$ cat config.mk
export PLATFORM = sky130hd
export DESIGN_NAME = hierarchical_softmax_classify
export DESIGN_NICKNAME = d
export VERILOG_FILES = /design/src/hsc_pkg.sv /design/src/hsc_ctrl.sv /design/src/hsc_dp.sv /design/src/hierarchical_softmax_classify.sv
export SDC_FILE = /design/constraint.sdc
export NUM_CORES = 2
export LEC_CHECK = 0
export BUFFER_PORTS_ARGS = -buffer_cell sky130_fd_sc_hd__buf_2
export CORE_ASPECT_RATIO = 0.75
export CORE_MARGIN = 2
export CORE_UTILIZATION = 60
export DETAILED_ROUTE_END_ITERATION = 8
export MAX_ROUTING_LAYER = met4
export PLACE_DENSITY = 0.77
export SLEW_MARGIN = 10
export SYNTH_ARGS = -nofsm -noshare
export SYNTH_HDL_FRONTEND = slang
export SYNTH_SLANG_ARGS = --single-unit
$ cat constraint.sdc
create_clock -name clk -period 24 [get_ports clk]
set_input_delay 3.6 -clock clk [delete_from_list [all_inputs] [get_ports clk]]
set_output_delay 3.6 -clock clk [all_outputs]
set_load 0.01 [all_outputs]
$ cat src/hsc_pkg.sv
// package: types, constants, tables and tree helpers for the classifier
`default_nettype none
package hsc_pkg;
  localparam int CLASS_COUNT = 10;
  localparam int NODES = CLASS_COUNT - 1;
  localparam int Z_MAX = 24576;
  localparam int INV_ALPHA_SQ = 455;
  localparam int CW = 6;
  localparam int NW = (NODES > 1) ? $clog2(NODES) : 1;
  localparam int KW = (CLASS_COUNT > 1) ? $clog2(CLASS_COUNT) : 1;

  typedef struct packed {
    logic signed [15:0] gate_mean;
    logic [15:0]        gate_variance;
    logic [5:0]         true_label;
    logic               last_gate;
  } in_item_t;

  typedef struct packed {
    logic [5:0]  class_index;
    logic [15:0] class_prob;
    logic [5:0]  predicted_class;
    logic        is_error;
    logic        last_class;
  } out_item_t;

  typedef enum logic [2:0] {
    ST_IDLE, ST_SQRT, ST_DIV, ST_PHI, ST_PROD, ST_EMIT
  } state_t;

  typedef struct packed {
    logic load;      // latch input item, start sqrt
    logic sqrt_step;
    logic div_start;
    logic div_step;
    logic phi_do;    // write gate probability
    logic prod_start;
    logic prod_step;
    logic emit_load;
  } cmd_t;

  typedef struct packed {
    logic sqrt_done;
    logic div_done;
    logic prod_done;   // all classes done
    logic store_gate;  // current gate index in range
    logic last;
  } sts_t;

  function automatic logic [16:0] phi_tab(input logic [4:0] i);
    logic [16:0] v;
    unique case (i)
      5'd0: v = 17'd32768;  5'd1: v = 17'd39237;  5'd2: v = 17'd45316;
      5'd3: v = 17'd50684;  5'd4: v = 17'd55138;  5'd5: v = 17'd58612;
      5'd6: v = 17'd61158;  5'd7: v = 17'd62911;  5'd8: v = 17'd64045;
      5'd9: v = 17'd64735;  5'd10: v = 17'd65129; 5'd11: v = 17'd65341;
      5'd12: v = 17'd65448; 5'd13: v = 17'd65498; 5'd14: v = 17'd65521;
      5'd15: v = 17'd65530; 5'd16: v = 17'd65534; 5'd17: v = 17'd65535;
      default: v = 17'd65536;
    endcase
    return v;
  endfunction

  // phi of a nonnegative magnitude (up to 15 bits), 32768..65536
  function automatic logic [16:0] phi_mag(input logic [14:0] mag);
    logic [4:0] i;
    logic [9:0] fr;
    logic [16:0] a, b;
    logic [27:0] t;
    if (mag >= 15'(Z_MAX)) return 17'd65536;
    i = mag[14:10];
    fr = mag[9:0];
    a = phi_tab(i);
    b = phi_tab(i + 5'd1);
    t = 28'(b - a) * 28'(fr) + 28'd512;
    return a + 17'(t >> 10);
  endfunction

  // bias search at elaboration
  // least z with phi(z) >= round(left * 65536 / span)
  function automatic int node_bias(input int left, input int span);
    int x, lo, hi, mid;
    x = left * 65536 + (span >> 1);
    lo = 0;
    hi = Z_MAX;
    while (lo < hi) begin
      mid = (lo + hi) >> 1;
      if ((int'(phi_mag(15'(mid))) + 1) * span > x) hi = mid;
      else lo = mid + 1;
    end
    return (lo + 1) / 3;
  endfunction

  // per node: span, bias
  function automatic int node_span(input int nd);
    int s, e, n, l, node;
    for (int c = 0; c < CLASS_COUNT; c++) begin
      s = 0; e = CLASS_COUNT; node = 0;
      while (e - s > 1 && node < NODES) begin
        n = e - s; l = (n + 1) / 2;
        if (node == nd) return n;
        if (c < s + l) begin e = s + l; node = node + 1; end
        else begin s = s + l; node = node + l; end
      end
    end
    return 2;
  endfunction

  function automatic logic [NODES*16-1:0] bias_table();
    logic [NODES*16-1:0] r;
    r = '0;
    for (int k = 0; k < NODES; k++)
      r[k*16 +: 16] = 16'(node_bias((node_span(k) + 1) / 2, node_span(k)));
    return r;
  endfunction

  localparam logic [NODES*16-1:0] BIAS_ROM = bias_table();
endpackage
`default_nettype wire

$ cat src/hsc_ctrl.sv
// controller state machine of the classifier
`default_nettype none
module hsc_ctrl import hsc_pkg::*; (
  input  wire logic clk,
  input  wire logic rst_n,
  input  wire logic in_valid,
  output logic      in_stall,
  input  wire logic out_busy,
  output cmd_t      cmd,
  input  sts_t      sts
);
  state_t state_r, state_nxt;

  always_comb begin
    state_nxt = state_r;
    unique case (state_r)
      ST_IDLE: if (in_valid && !out_busy) state_nxt = ST_SQRT;
      ST_SQRT: if (sts.sqrt_done) state_nxt = sts.store_gate ? ST_DIV : ST_PHI;
      ST_DIV:  if (sts.div_done) state_nxt = ST_PHI;
      ST_PHI:  state_nxt = sts.last ? ST_PROD : ST_IDLE;
      ST_PROD: if (sts.prod_done) state_nxt = ST_EMIT;
      ST_EMIT: if (!out_busy) state_nxt = ST_IDLE;
      default: state_nxt = ST_IDLE;
    endcase
  end

  always_comb begin
    cmd = '0;
    in_stall = 1'b1;
    unique case (state_r)
      ST_IDLE: begin
        // no new item while results stream
        in_stall = out_busy;
        cmd.load = in_valid && !out_busy;
      end
      ST_SQRT: begin
        cmd.sqrt_step = 1'b1;
        cmd.div_start = sts.sqrt_done;
      end
      ST_DIV: cmd.div_step = 1'b1;
      ST_PHI: begin
        cmd.phi_do = 1'b1;
        cmd.prod_start = sts.last;
      end
      ST_PROD: cmd.prod_step = 1'b1;
      ST_EMIT: cmd.emit_load = !out_busy;
      default: ;
    endcase
  end

  always_ff @(posedge clk) begin
    if (!rst_n) state_r <= ST_IDLE;
    else state_r <= state_nxt;
  end
endmodule
`default_nettype wire

$ cat src/hsc_dp.sv
// datapath: sqrt, divide, phi, path products and argmax, result sequencing
`default_nettype none
module hsc_dp import hsc_pkg::*; (
  input  wire logic clk,
  input  wire logic rst_n,
  input  wire logic use_bias,
  input  in_item_t  in_item,
  input  cmd_t      cmd,
  output sts_t      sts,
  input  wire logic out_stall,
  output logic      out_valid,
  output out_item_t out_item,
  output logic      out_busy
);
  logic [CW-1:0] gcnt_r;
  logic [CW-1:0] label_r;
  logic          last_r;
  logic          neg_r;
  logic [15:0]   mag_r;
  logic [29:0]   rad_r;
  logic [14:0]   root_r;
  logic [3:0]    sq_cnt_r;
  logic [28:0]   rem_r;
  logic [17:0]   quo_r;
  logic [4:0]    dv_cnt_r;
  logic [15:0]   gp_r [NODES];
  logic [15:0]   cp_r [CLASS_COUNT];
  logic [KW-1:0] cls_r;
  logic [16:0]   acc_r;
  logic [KW:0]   ps_r, pe_r, pnode_r;
  logic [5:0]    best_r;
  logic [15:0]   bestp_r;
  logic          prod_done_r;
  logic [KW-1:0] ecnt_r;
  logic          emitting_r;
  logic [5:0]    emit_best_r;
  logic          emit_err_r;

  // radix-2 sqrt, one result bit per cycle
  logic [29:0] trial;
  always_comb begin
    trial = {rem_r[27:0], rad_r[29:28]} - 30'({root_r, 2'b01});
  end

  // division step
  logic [29:0] dtrial;
  assign dtrial = {rem_r[28:0], rad_r[29]} - 30'(root_r);

  logic signed [17:0] num;
  always_comb begin
    num = 18'(in_item.gate_mean) +
          ((use_bias && gcnt_r < CW'(NODES)) ?
           18'(signed'({2'b00, BIAS_ROM[gcnt_r[NW-1:0] * 16 +: 16]})) : 18'sd0);
  end

  assign sts.store_gate = gcnt_r < CW'(NODES);
  assign sts.sqrt_done = sq_cnt_r == 4'd15;
  assign sts.div_done = dv_cnt_r == 5'd28;
  assign sts.last = last_r;
  assign sts.prod_done = prod_done_r;

  // gate probability
  logic [14:0] qsat;
  logic [16:0] praw, pfin;
  always_comb begin
    qsat = (quo_r > 18'(Z_MAX)) ? 15'(Z_MAX) : quo_r[14:0];
    praw = phi_mag(qsat);
    pfin = neg_r ? 17'd65536 - praw : praw;
    if (pfin > 17'd65535) pfin = 17'd65535;
  end

  // product step
  logic [KW:0]   plen, pl;
  logic [15:0]   gsel;
  logic [16:0]   fac;
  logic [33:0]   mul;
  logic          go_left;
  always_comb begin
    plen = pe_r - ps_r;
    pl = (plen + 1'b1) >> 1;
    gsel = gp_r[NW'(pnode_r)];
    go_left = ({1'b0, cls_r} < ps_r + pl);
    fac = go_left ? {1'b0, gsel} : 17'd65536 - {1'b0, gsel};
    mul = 34'(acc_r) * 34'(fac) + 34'd32768;
  end
  logic path_end;
  assign path_end = (plen <= 1) || (pnode_r >= (KW+1)'(NODES));
  logic [15:0] cls_prob;
  assign cls_prob = (acc_r > 17'd65535) ? 16'hffff : acc_r[15:0];

  always_ff @(posedge clk) begin
    if (!rst_n) begin
      gcnt_r <= '0;
      label_r <= '0;
      best_r <= '0;
      bestp_r <= '0;
      emitting_r <= 1'b0;
      prod_done_r <= 1'b0;
    end else begin
      if (cmd.load) begin
        last_r <= in_item.last_gate;
        label_r <= in_item.true_label;
        neg_r <= num < 0;
        mag_r <= num < 0 ? 16'(-num) : 16'(num);
        rad_r <= 30'({14'd0, in_item.gate_variance} + 30'(INV_ALPHA_SQ)) << 12;
        root_r <= '0;
        rem_r <= '0;
        sq_cnt_r <= '0;
      end
      if (cmd.sqrt_step && !sts.sqrt_done) begin
        rad_r <= rad_r << 2;
        sq_cnt_r <= sq_cnt_r + 4'd1;
        if (!trial[29]) begin
          rem_r <= 29'(trial);
          root_r <= {root_r[13:0], 1'b1};
        end else begin
          rem_r <= {rem_r[26:0], rad_r[29:28]};
          root_r <= {root_r[13:0], 1'b0};
        end
      end
      if (cmd.div_start) begin
        rem_r <= '0;
        rad_r <= {mag_r, 12'd0, 2'd0};
        quo_r <= '0;
        dv_cnt_r <= '0;
      end
      if (cmd.div_step && !sts.div_done) begin
        dv_cnt_r <= dv_cnt_r + 5'd1;
        rad_r <= rad_r << 1;
        // quotient sticks once past the saturation point
        if (!dtrial[29]) begin
          rem_r <= dtrial[28:0];
          quo_r <= (quo_r > 18'(Z_MAX)) ? quo_r : {quo_r[16:0], 1'b1};
        end else begin
          rem_r <= {rem_r[27:0], rad_r[29]};
          quo_r <= (quo_r > 18'(Z_MAX)) ? quo_r : {quo_r[16:0], 1'b0};
        end
      end
      if (cmd.phi_do) begin
        if (sts.store_gate) gp_r[NW'(gcnt_r)] <= pfin[15:0];
        gcnt_r <= last_r ? '0 : ((gcnt_r != 6'd63) ? gcnt_r + 6'd1 : gcnt_r);
      end
      if (cmd.prod_start) begin
        cls_r <= '0;
        acc_r <= 17'd65536;
        ps_r <= '0;
        pe_r <= (KW+1)'(CLASS_COUNT);
        pnode_r <= '0;
        prod_done_r <= 1'b0;
        best_r <= '0;
        bestp_r <= '0;
      end
      if (cmd.prod_step && !prod_done_r) begin
        if (!path_end) begin
          acc_r <= 17'(mul >> 16);
          if (go_left) begin
            pe_r <= ps_r + pl;
            pnode_r <= pnode_r + 1'b1;
          end else begin
            ps_r <= ps_r + pl;
            pnode_r <= pnode_r + pl;
          end
        end else begin
          cp_r[cls_r] <= cls_prob;
          if (cls_r == '0 || cls_prob > bestp_r) begin
            bestp_r <= cls_prob;
            best_r <= 6'(cls_r);
          end
          acc_r <= 17'd65536;
          ps_r <= '0;
          pe_r <= (KW+1)'(CLASS_COUNT);
          pnode_r <= '0;
          if (cls_r == KW'(CLASS_COUNT - 1)) prod_done_r <= 1'b1;
          else cls_r <= cls_r + 1'b1;
        end
      end
      if (cmd.emit_load) begin
        emitting_r <= 1'b1;
        ecnt_r <= '0;
        emit_best_r <= best_r;
        emit_err_r <= (label_r >= 6'(CLASS_COUNT)) || (best_r != label_r);
        prod_done_r <= 1'b0;
      end else if (emitting_r && !out_stall) begin
        if (ecnt_r == KW'(CLASS_COUNT - 1)) emitting_r <= 1'b0;
        else ecnt_r <= ecnt_r + 1'b1;
      end
    end
  end

  assign out_busy = emitting_r;
  assign out_valid = emitting_r;
  always_comb begin
    out_item.class_index = 6'(ecnt_r);
    out_item.class_prob = cp_r[ecnt_r];
    out_item.predicted_class = emit_best_r;
    out_item.is_error = emit_err_r;
    out_item.last_class = ecnt_r == KW'(CLASS_COUNT - 1);
  end
endmodule
`default_nettype wire

$ cat src/hierarchical_softmax_classify.sv
// top level of the hierarchical softmax classifier
// Channels: in_valid/in_stall carry one gate item (in_item); out_valid/out_stall carry
// class results (out_item). cfg_we/cfg_wdata write the prior-bias enable (reset 1).
// Each gate item is finished before the next one is accepted; after acceptance it takes a
// 15-step bit-serial square root of the denominator, a 28-step restoring divide and a
// phi lookup; gates past the last node skip the divide. On the last_gate item the block
// then forms every class probability with one 17x17 multiply per tree level, one level a
// cycle, and then streams one result per class, one per cycle while out_stall is low, in
// class order.
// While results stream no new item is taken; a stall on out_stall holds the current
// result. Synchronous reset clears the gate counter, argmax state and the controller;
// gate probability storage is undefined until written.
`default_nettype none
module hierarchical_softmax_classify import hsc_pkg::*; (
  input  wire logic clk,
  input  wire logic rst_n,
  input  wire logic in_valid,
  output logic      in_stall,
  input  in_item_t  in_item,
  output logic      out_valid,
  input  wire logic out_stall,
  output out_item_t out_item,
  input  wire logic cfg_we,
  input  wire logic cfg_wdata
);
  cmd_t cmd;
  sts_t sts;
  logic out_busy;
  logic use_bias_r;

  always_ff @(posedge clk) begin
    if (!rst_n) use_bias_r <= 1'b1;
    else if (cfg_we) use_bias_r <= cfg_wdata;
  end

  hsc_ctrl u_ctrl (.clk, .rst_n, .in_valid, .in_stall, .out_busy, .cmd, .sts);

  hsc_dp u_dp (.clk, .rst_n, .use_bias(use_bias_r), .in_item, .cmd, .sts,
    .out_stall, .out_valid, .out_item, .out_busy);

  a_no_accept_while_out: assert property (@(posedge clk) disable iff (!rst_n)
    out_valid |-> in_stall) else $error("input accepted during output");
  a_last_ends: assert property (@(posedge clk) disable iff (!rst_n)
    (out_valid && !out_stall && out_item.last_class) |=> !out_valid)
    else $error("results continue past last class");
  a_pred_stable: assert property (@(posedge clk) disable iff (!rst_n)
    (out_valid && $past(out_valid)) |-> $stable(out_item.predicted_class))
    else $error("prediction changed within sample");
endmodule
`default_nettype wire

==> Yosys cells after proc, flatten, opt, wreduce, memory -nomap -nowiden <==
Memories as Yosys holds them, arrays and structs flattened. A register that Yosys moved wholly into a read port is not among the register bits.
Cells that the tools add are included.
W data, S select, Z words.
{ "word_totals": {"register_bits": 194, "ram_bits": 304, "rom_bits": 1088, "out_inout_bits": 32, "n_memories": 4} }
{ "mem_list": {"columns": ["name", "words", "word_bits", "rd", "rd_clocked_by_memory_dff", "write_ports", "line_no", "text"], "rows": [
  ["(no name shown)", 32, 17, 1, 0, 0, "hsc_pkg.sv:52", "unique case (i)"],
  ["(no name shown)", 32, 17, 1, 0, 0, "hsc_pkg.sv:52", null],
  ["u_dp.cp_r", 10, 16, 1, 1, 1, "hsc_dp.sv:27", "logic [15:0] cp_r [CLASS_COUNT];"],
  ["u_dp.gp_r", 9, 16, 1, 1, 1, "hsc_dp.sv:26", "logic [15:0] gp_r [NODES];"]
]} }
{ "op_classes": {"n_addsub": 22, "n_mul": 2, "order_cmp": 11, "n_eq_ne": 18, "shifts": 1, "mux": 98, "bitwise_logic": 1, "n_reduce_logical": 36} }
{ "op_table": {"columns": ["cell", "n"], "rows": [
  ["$mux W29", 6],
  ["$mux W17", 9],
  ["$shiftx A144 B9 Y16 const A", 1],
  ["$mux W16", 8],
  ["$mux W30", 4],
  ["$mux W18", 5],
  ["$mux W5", 14],
  ["$mux W15", 3],
  ["$mux W4", 11],
  ["$mux W6", 6],
  ["$gt A17 B16 Y1 const B", 2],
  ["$add A33 B16 Y33 const B", 1],
  ["$mul A17 B17 Y33", 1],
  ["$sub A30 B15 Y30", 1],
  ["$sub A30 B17 Y30", 1],
  ["$mul A28 B10 Y27", 1],
  ["$add A27 B10 Y27 const B", 1],
  ["$mux W1", 23],
  ["$add A5 B1 Y5 const B", 4],
  ["$add A16 B17 Y18", 1],
  ["$gt A18 B15 Y1 const B", 1],
  ["$lt A18 B1 Y1 const B", 1],
  ["$mux W3", 6],
  ["$pmux W3 S6", 1],
  ["other kinds (40)", 77]
]} }

==> Logic depth before layout (Yosys ltp) <==
{ "depth": {"word_depth": 14, "depth_mapped": 57} }

==> By module <==
Synthesis repeated with hierarchy kept, for this count alone.
{ "hier_totals": {"hier_cells": 4094, "area_unflattened_um2": 42794.8} }
{ "by_module_without_submodules": {"columns": ["mod", "n_inst", "cells_each", "area_per_inst_um2", "seq_area_each_um2"], "rows": [
  ["hsc_dp", 1, 4057, 42495.8, 14634.0],
  ["hsc_ctrl", 1, 34, 265.3, 60.1],
  ["hierarchical_softmax_classify", 1, 3, 33.8, 20.0]
]} }

==> Worst setup path before layout <==
OpenSTA, ideal clock, no wires.
{ "synth_timing": {"kind": "register -> register", "from": "register u_dp.quo_r[16]", "to": "memory u_dp.gp_r[0][13] (data pin)", "setup_ns": 0.241, "t_arrival_ns": 12.604, "required_time_ns": 23.759, "slack_ns": 11.155, "path_stages_with_launch": 53, "period_less_slack_ns": 12.845, "path_cell_list": "edfxtp_1 -> nor3_2 -> and2_1 -> clkbuf_1 -> clkbuf_1 -> nand2_1 -> inv_1 -> ha_1 -> inv_1 -> ha_1 -> clkbuf_1 -> and3_1 -> a21oi_1 -> o22a_1 -> ha_1 -> fa_1 -> nor2b_1 -> o21ai_0 -> (+17 left out) -> nand4_1 -> or2_2 -> a31o_2 -> a21boi_0 -> nor2_1 -> xnor2_1 -> ha_1 -> a21o_1 -> a21oi_1 -> a2bb2oi_1 -> a31oi_1 -> o21a_1 -> or3_1 -> or4b_1 -> nor2_2 -> buf_2 -> nor2_1 -> mux2i_1"} }
{ "synth_between": {"elab_chain_cells": 14, "elab_cells_between_ends": 18, "cone_classes": "5 x add/sub; 1 x mul; 3 x order compare; 7 x mux; 2 x memory"} }
{ "synth_rtl": {"columns": ["element", "line_no", "text"], "rows": [
  ["start: declaration", "hsc_dp.sv:24", "logic [17:0] quo_r;"],
  ["start signal: assignment", "hsc_dp.sv:133", "quo_r <= (quo_r > 18'(Z_MAX)) ? quo_r : {quo_r[16:0], 1'b1};"],
  ["start signal: assignment", "hsc_dp.sv:136", "quo_r <= (quo_r > 18'(Z_MAX)) ? quo_r : {quo_r[16:0], 1'b0};"],
  ["$gt A18 B15 Y1 *", "hsc_dp.sv:66", "qsat = (quo_r > 18'(Z_MAX)) ? 15'(Z_MAX) : quo_r[14:0];"],
  ["$mux W15 *", "hsc_dp.sv:66", null],
  ["$add A5 B1 Y5", "hsc_pkg.sv:74", "b = phi_tab(i + 5'd1);"],
  ["$mem_v2 Z32 W17", null, null],
  ["$mux W17", "hsc_pkg.sv:71", "i = mag[14:10];"],
  ["$sub A17 B17 Y18", "hsc_pkg.sv:75", "t = 28'(b - a) * 28'(fr) + 28'd512;"],
  ["$mul A28 B10 Y27", "hsc_pkg.sv:75", null],
  ["$add A27 B10 Y27", "hsc_pkg.sv:75", null],
  ["$add A17 B17 Y17", "hsc_pkg.sv:76", "return a + 17'(t >> 10);"],
  ["$mux W17 *", "hsc_pkg.sv:71", null],
  ["$sub A17 B17 Y17", "hsc_dp.sv:68", "pfin = neg_r ? 17'd65536 - praw : praw;"],
  ["$mux W17 *", "hsc_dp.sv:68", null],
  ["$gt A17 B16 Y1", "hsc_dp.sv:69", "if (pfin > 17'd65535) pfin = 17'd65535;"],
  ["$mux W16 *", "hsc_dp.sv:69", null],
  ["named net u_dp.pfin[13]", "hsc_dp.sv:64", "logic [16:0] praw, pfin;"],
  ["end: declaration", "hsc_dp.sv:26", null]
]} }
The timed path passes the listed nets; every way through them passes the cells marked *. The select of a mux whose other input is x is not followed.

==> Worst setup path after layout <==
{ "layout_timing": {"from": "register u_dp.quo_r[16]", "to": "memory u_dp.gp_r[7][6] (data pin)"} }
Same word-level chain as after synthesis.

==> reports/qor.csv <==
stage;metric;value;unit
place;number of port buffers;74;
logic_synthesis;synth unique cells;103;
setup_path;Slowest cell on crit path;sky130_fd_sc_hd__ha_1;
routing;routed via count;30578;
clock_network;clock tree root driver cell;sky130_fd_sc_hd__clkbuf_16;
routing;highest metal layer with signal wires;met4;
setup_path;Crit Path Category;reg2reg;
logic_synthesis;xor and xnor area share after synthesis;4.35;%
logic_synthesis;largest family of logic cells by synthesized area;adder cells;
timing;summed negative setup slack over all endpoints;0;ps
logic_synthesis;Syn Inst Count;4087;
clock_network;Setup Buffers After CTS;0;
final_layout;number of antenna repair diodes;0;
clock_network;CTS Buffer Depth;3;
grt;first-pass GRT wire length;170;mm
clock_network;total of hold buffers inserted after clock tree synthesis;0;
routing;total DRC errors in the routed layout;0;
logic_synthesis;leading cell types by total area after synthesis;sky130_fd_sc_hd__edfxtp_1, sky130_fd_sc_hd__fa_1, sky130_fd_sc_hd__ha_1;
clock_network;number of buffers created by CTS;50;
place;routability-driven placement congestion ratio;0.937;
grt;antenna violations before repair;3;
floorplanning;Die Y-Extent;235;um
floorplanning;horizontal extent of the die;312;um
logic_synthesis;fraction of registers with async set/reset;0;%
logic_synthesis;proportion of synthesized chip area in sequential cells;34.4;%
setup_path;CP endpoint kind;register;
final_layout;final-stage net count;4830;
routing;number of optimization iterations in the first detailed-route pass;5;
timing;RSZ-0062 raised after global routing;false;
setup_path;cell with the most instances on the worst path;sky130_fd_sc_hd__fa_1;
timing;final worst clock skew;23.2;ps
place;post-detailed-placement half-perimeter wirelength;77.5;mm
job;number of max-cap violations;0;
logic_synthesis;syn avg cell area;10.5;um^2
timing;max-slew violation total from the final report;0;
setup_path;arrival time reported for the critical path endpoint;15160;ps
routing;met2 wirelength from detailed routing;45.8;mm
routing;met3 WL;11.8;mm
timing;part of the cycle the worst path needs;61.9;%
routing;post-route antenna net violation count;0;
logic_synthesis;Post-Synth Adder-Cell Area;26.6;%
floorplanning;effective utilization at floorplan;60.8;%
timing;highest achievable clock rate;67.3;MHz
grt;leftover overflow at the end of global routing;0;
clock_network;number of H-tree levels;2;
grt;Tot GR Track Use;30.3;%
setup_path;Max Fanout on Critical Path;34;
setup_path;required time worst endpoint;24290;ps
timing;actual slew at the worst max-slew pin;1150;ps
grt;largest net degree at the start of global routing;49;
grt;vias in the first global route;30284;
logic_synthesis;synthesis-stage register bit count;506;
setup_path;max incr delay on CP;670;ps
logic_synthesis;number of enable flip-flop cells after synthesis;458;
floorplanning;die area;0.0735;mm^2
logic_synthesis;number of warning messages in the yosys log;0;
clock_network;worst-skew pair later-pin latency;610;ps
timing;fin crit period;14870;ps
clock_network;post_cts resized;0;
setup_path;crit start category;register;
final_layout;area overhead of the layout relative to synthesis;7.19;%
logic_synthesis;dominant cell type by area after synthesis;sky130_fd_sc_hd__edfxtp_1;
final_layout;share of final-layout standard cells stronger than drive strength 1;8.79;%
logic_synthesis;most common flop cell mapped by yosys;sky130_fd_sc_hd__edfxtp_1;
floorplanning;cell row count;84;
logic_synthesis;Synth Cell Area;0.0428;mm^2
floorplanning;area inside the core boundary;0.0703;mm^2
routing;length of routed wiring on met1;46.7;mm
timing;final setup violation count;0;
logic_synthesis;simple-gate area share of the yosys netlist;14.2;%
clock_network;sink count of the clock tree;506;
timing;total count of hold-check failures in the final report;0;
clock_network;TritonCTS clock tree;done;
final_layout;fill count;5349;
clock_network;clock edge transition at the registers on the reported setup and hold paths;70;ps
status;outcome;completed;
timing;worst rel slew slack;23.6;%
routing;initial drt markers;3363;
routing;WL per Instance;20.9;um
routing;wire length after detailed routing;107;mm
min_path;Hold WC Path Type;reg2reg;
logic_synthesis;fraction of synthesized area in multiplexers;5.58;%
logic_synthesis;area share of the leading cell type in the synthesized netlist;32.2;%
floorplanning;Top-Level Pins;77;
routing;average vias per placed instance;6.01;
logic_synthesis;compound-gate portion of the synthesized area;8.67;%
critical path, delay by kind of cell (launching register included):
| family | cells | cell delay (ps) |
|---|---|---|
| XOR/XNOR | 2 | 680 |
| buffers and inverters | 6 | 880 |
| flip-flops | 1 | 460 |
| AND/OR/NAND/NOR | 13 | 3670 |
| adder cells (fa/ha/maj) | 11 | 4920 |
| AO/OA/AOI/OAI | 17 | 3940 |
cell usage after synthesis (6+ instances only):
cell,n
sky130_fd_sc_hd__edfxtp_1,458
sky130_fd_sc_hd__xor2_1,71
sky130_fd_sc_hd__mux2_2,8
sky130_fd_sc_hd__o21a_1,31
sky130_fd_sc_hd__a31o_2,8
sky130_fd_sc_hd__nand2_1,422
sky130_fd_sc_hd__a22o_1,6
sky130_fd_sc_hd__nand4_1,22
sky130_fd_sc_hd__or2_2,31
sky130_fd_sc_hd__buf_1,22
sky130_fd_sc_hd__a22oi_1,13
sky130_fd_sc_hd__mux2i_1,83
sky130_fd_sc_hd__xnor2_1,129
sky130_fd_sc_hd__nand3_1,64
sky130_fd_sc_hd__o211ai_1,8
sky130_fd_sc_hd__o31ai_1,12
sky130_fd_sc_hd__ha_1,305
sky130_fd_sc_hd__nor3b_1,9
sky130_fd_sc_hd__mux4_2,64
sky130_fd_sc_hd__a21o_1,49
sky130_fd_sc_hd__o21ai_0,114
sky130_fd_sc_hd__o22ai_1,35
sky130_fd_sc_hd__and3_1,18
sky130_fd_sc_hd__nor2_1,320
sky130_fd_sc_hd__nor4_1,12
sky130_fd_sc_hd__buf_2,15
sky130_fd_sc_hd__dfxtp_1,48
sky130_fd_sc_hd__nand2b_1,40
sky130_fd_sc_hd__nand3b_1,11
sky130_fd_sc_hd__a31oi_1,24
sky130_fd_sc_hd__clkbuf_1,114
sky130_fd_sc_hd__fa_1,378
sky130_fd_sc_hd__o21bai_1,8
sky130_fd_sc_hd__nor2b_1,64
sky130_fd_sc_hd__a21boi_0,6
sky130_fd_sc_hd__nor3_1,61
sky130_fd_sc_hd__buf_4,8
sky130_fd_sc_hd__and2_1,133
sky130_fd_sc_hd__a211oi_1,33
sky130_fd_sc_hd__inv_1,519
sky130_fd_sc_hd__or3_1,17
sky130_fd_sc_hd__a21oi_1,181
per-layer routing:
layer,up-vias,global-route usage (%)
met2,1410,43.0
met3,174,7.71
met5,-,-
li1,13884,-
met1,15110,44.0
met4,0,6.80
cells in the final DEF (no fill, tap or decap), types with 33 or more instances in the layout:
cell type                   synthesis  final
sky130_fd_sc_hd__inv_1            519    519
sky130_fd_sc_hd__edfxtp_1         458    458
sky130_fd_sc_hd__nand2_1          422    422
sky130_fd_sc_hd__fa_1             378    378
sky130_fd_sc_hd__nor2_1           320    320
sky130_fd_sc_hd__ha_1             305    305
sky130_fd_sc_hd__a21oi_1          181    180
sky130_fd_sc_hd__and2_1           133    133
sky130_fd_sc_hd__xnor2_1          129    126
sky130_fd_sc_hd__o21ai_0          114    114
sky130_fd_sc_hd__mux2i_1           83     83
sky130_fd_sc_hd__buf_2             15     74
sky130_fd_sc_hd__xor2_1            71     70
sky130_fd_sc_hd__mux4_2            64     64
sky130_fd_sc_hd__nor2b_1           64     64
sky130_fd_sc_hd__nand3_1           64     64
sky130_fd_sc_hd__nor3_1            61     58
sky130_fd_sc_hd__buf_4              8     51
sky130_fd_sc_hd__clkbuf_16          0     50
sky130_fd_sc_hd__a21o_1            49     49
sky130_fd_sc_hd__dfxtp_1           48     46
sky130_fd_sc_hd__nand2b_1          40     40
sky130_fd_sc_hd__o22ai_1           35     35
sky130_fd_sc_hd__a211oi_1          33     33
flip-flops by register name, indices dropped and copies added, names as in the netlist, 6 cells and up, named ones only:
name and cells:
u_dp.quo_r 18, u_dp.root_r 15, u_dp.gp_r 144, u_dp.best_r 6, u_dp.bestp_r 16, u_dp.mag_r 16
u_dp.rem_r 29, u_dp.gcnt_r 6, u_dp.rad_r 18, u_dp.acc_r 17, u_dp.emit_best_r 6, u_dp.label_r 6
u_dp.cp_r 160
worst paths after layout:
| path | from | to | slack (ps) | cells after the start |
|---|---|---|---|---|
| setup / recovery | u_dp.quo_r[16] | u_dp.gp_r[7][6] | 9130 | 49 |
| hold / removal | u_dp.best_r[5] | u_dp.emit_best_r[5] | 440 | 0 |
| setup reg to reg | u_dp.quo_r[16] | u_dp.gp_r[7][6] | 9130 | 49 |
| hold reg to reg | u_dp.best_r[5] | u_dp.emit_best_r[5] | 440 | 0 |
cell families (layout without fill, tap and decap cells):
family,after synthesis,in the layout
buffers and inverters,687,740
and+or+nand+nor,1263,1263
other,1,2
adders and majority gates,683,683
AOI/OAI and AO/OA,585,585
muxes,156,156
xor gates and xnor gates,206,206
DFF,506,506
per-stage QoR:
step	util, %	cell area (um^2)	hold slack [ps]	setup WS, ps	cells
4_1_cts	65.2	45800	450	9390	5087
5_1_grt	65.2	45800	457	8070	5087
3_3_place_gp	62.8	44100	436	9680	4996
6_report	65.2	45800	445	9130	5087
3_5_place_dp	62.8	44100	435	9470	4996
2_1_floorplan	-	42800	413	11150	4088
layout make-up:
class	count	area (um^2)	share of cell area, %
multi-input cells	2895	25500	55.6
flip-flops and latches	506	14700	32.1
inverters	524	1970	4.30
clock buffers	65	1340	2.92
well taps	946	1180	2.58
repair buffers	125	753	1.64
clock inverters	26	382	0.832
Power is not shown: default switching activity piles up to over one toggle a cycle in this logic, so the estimate is an artifact.
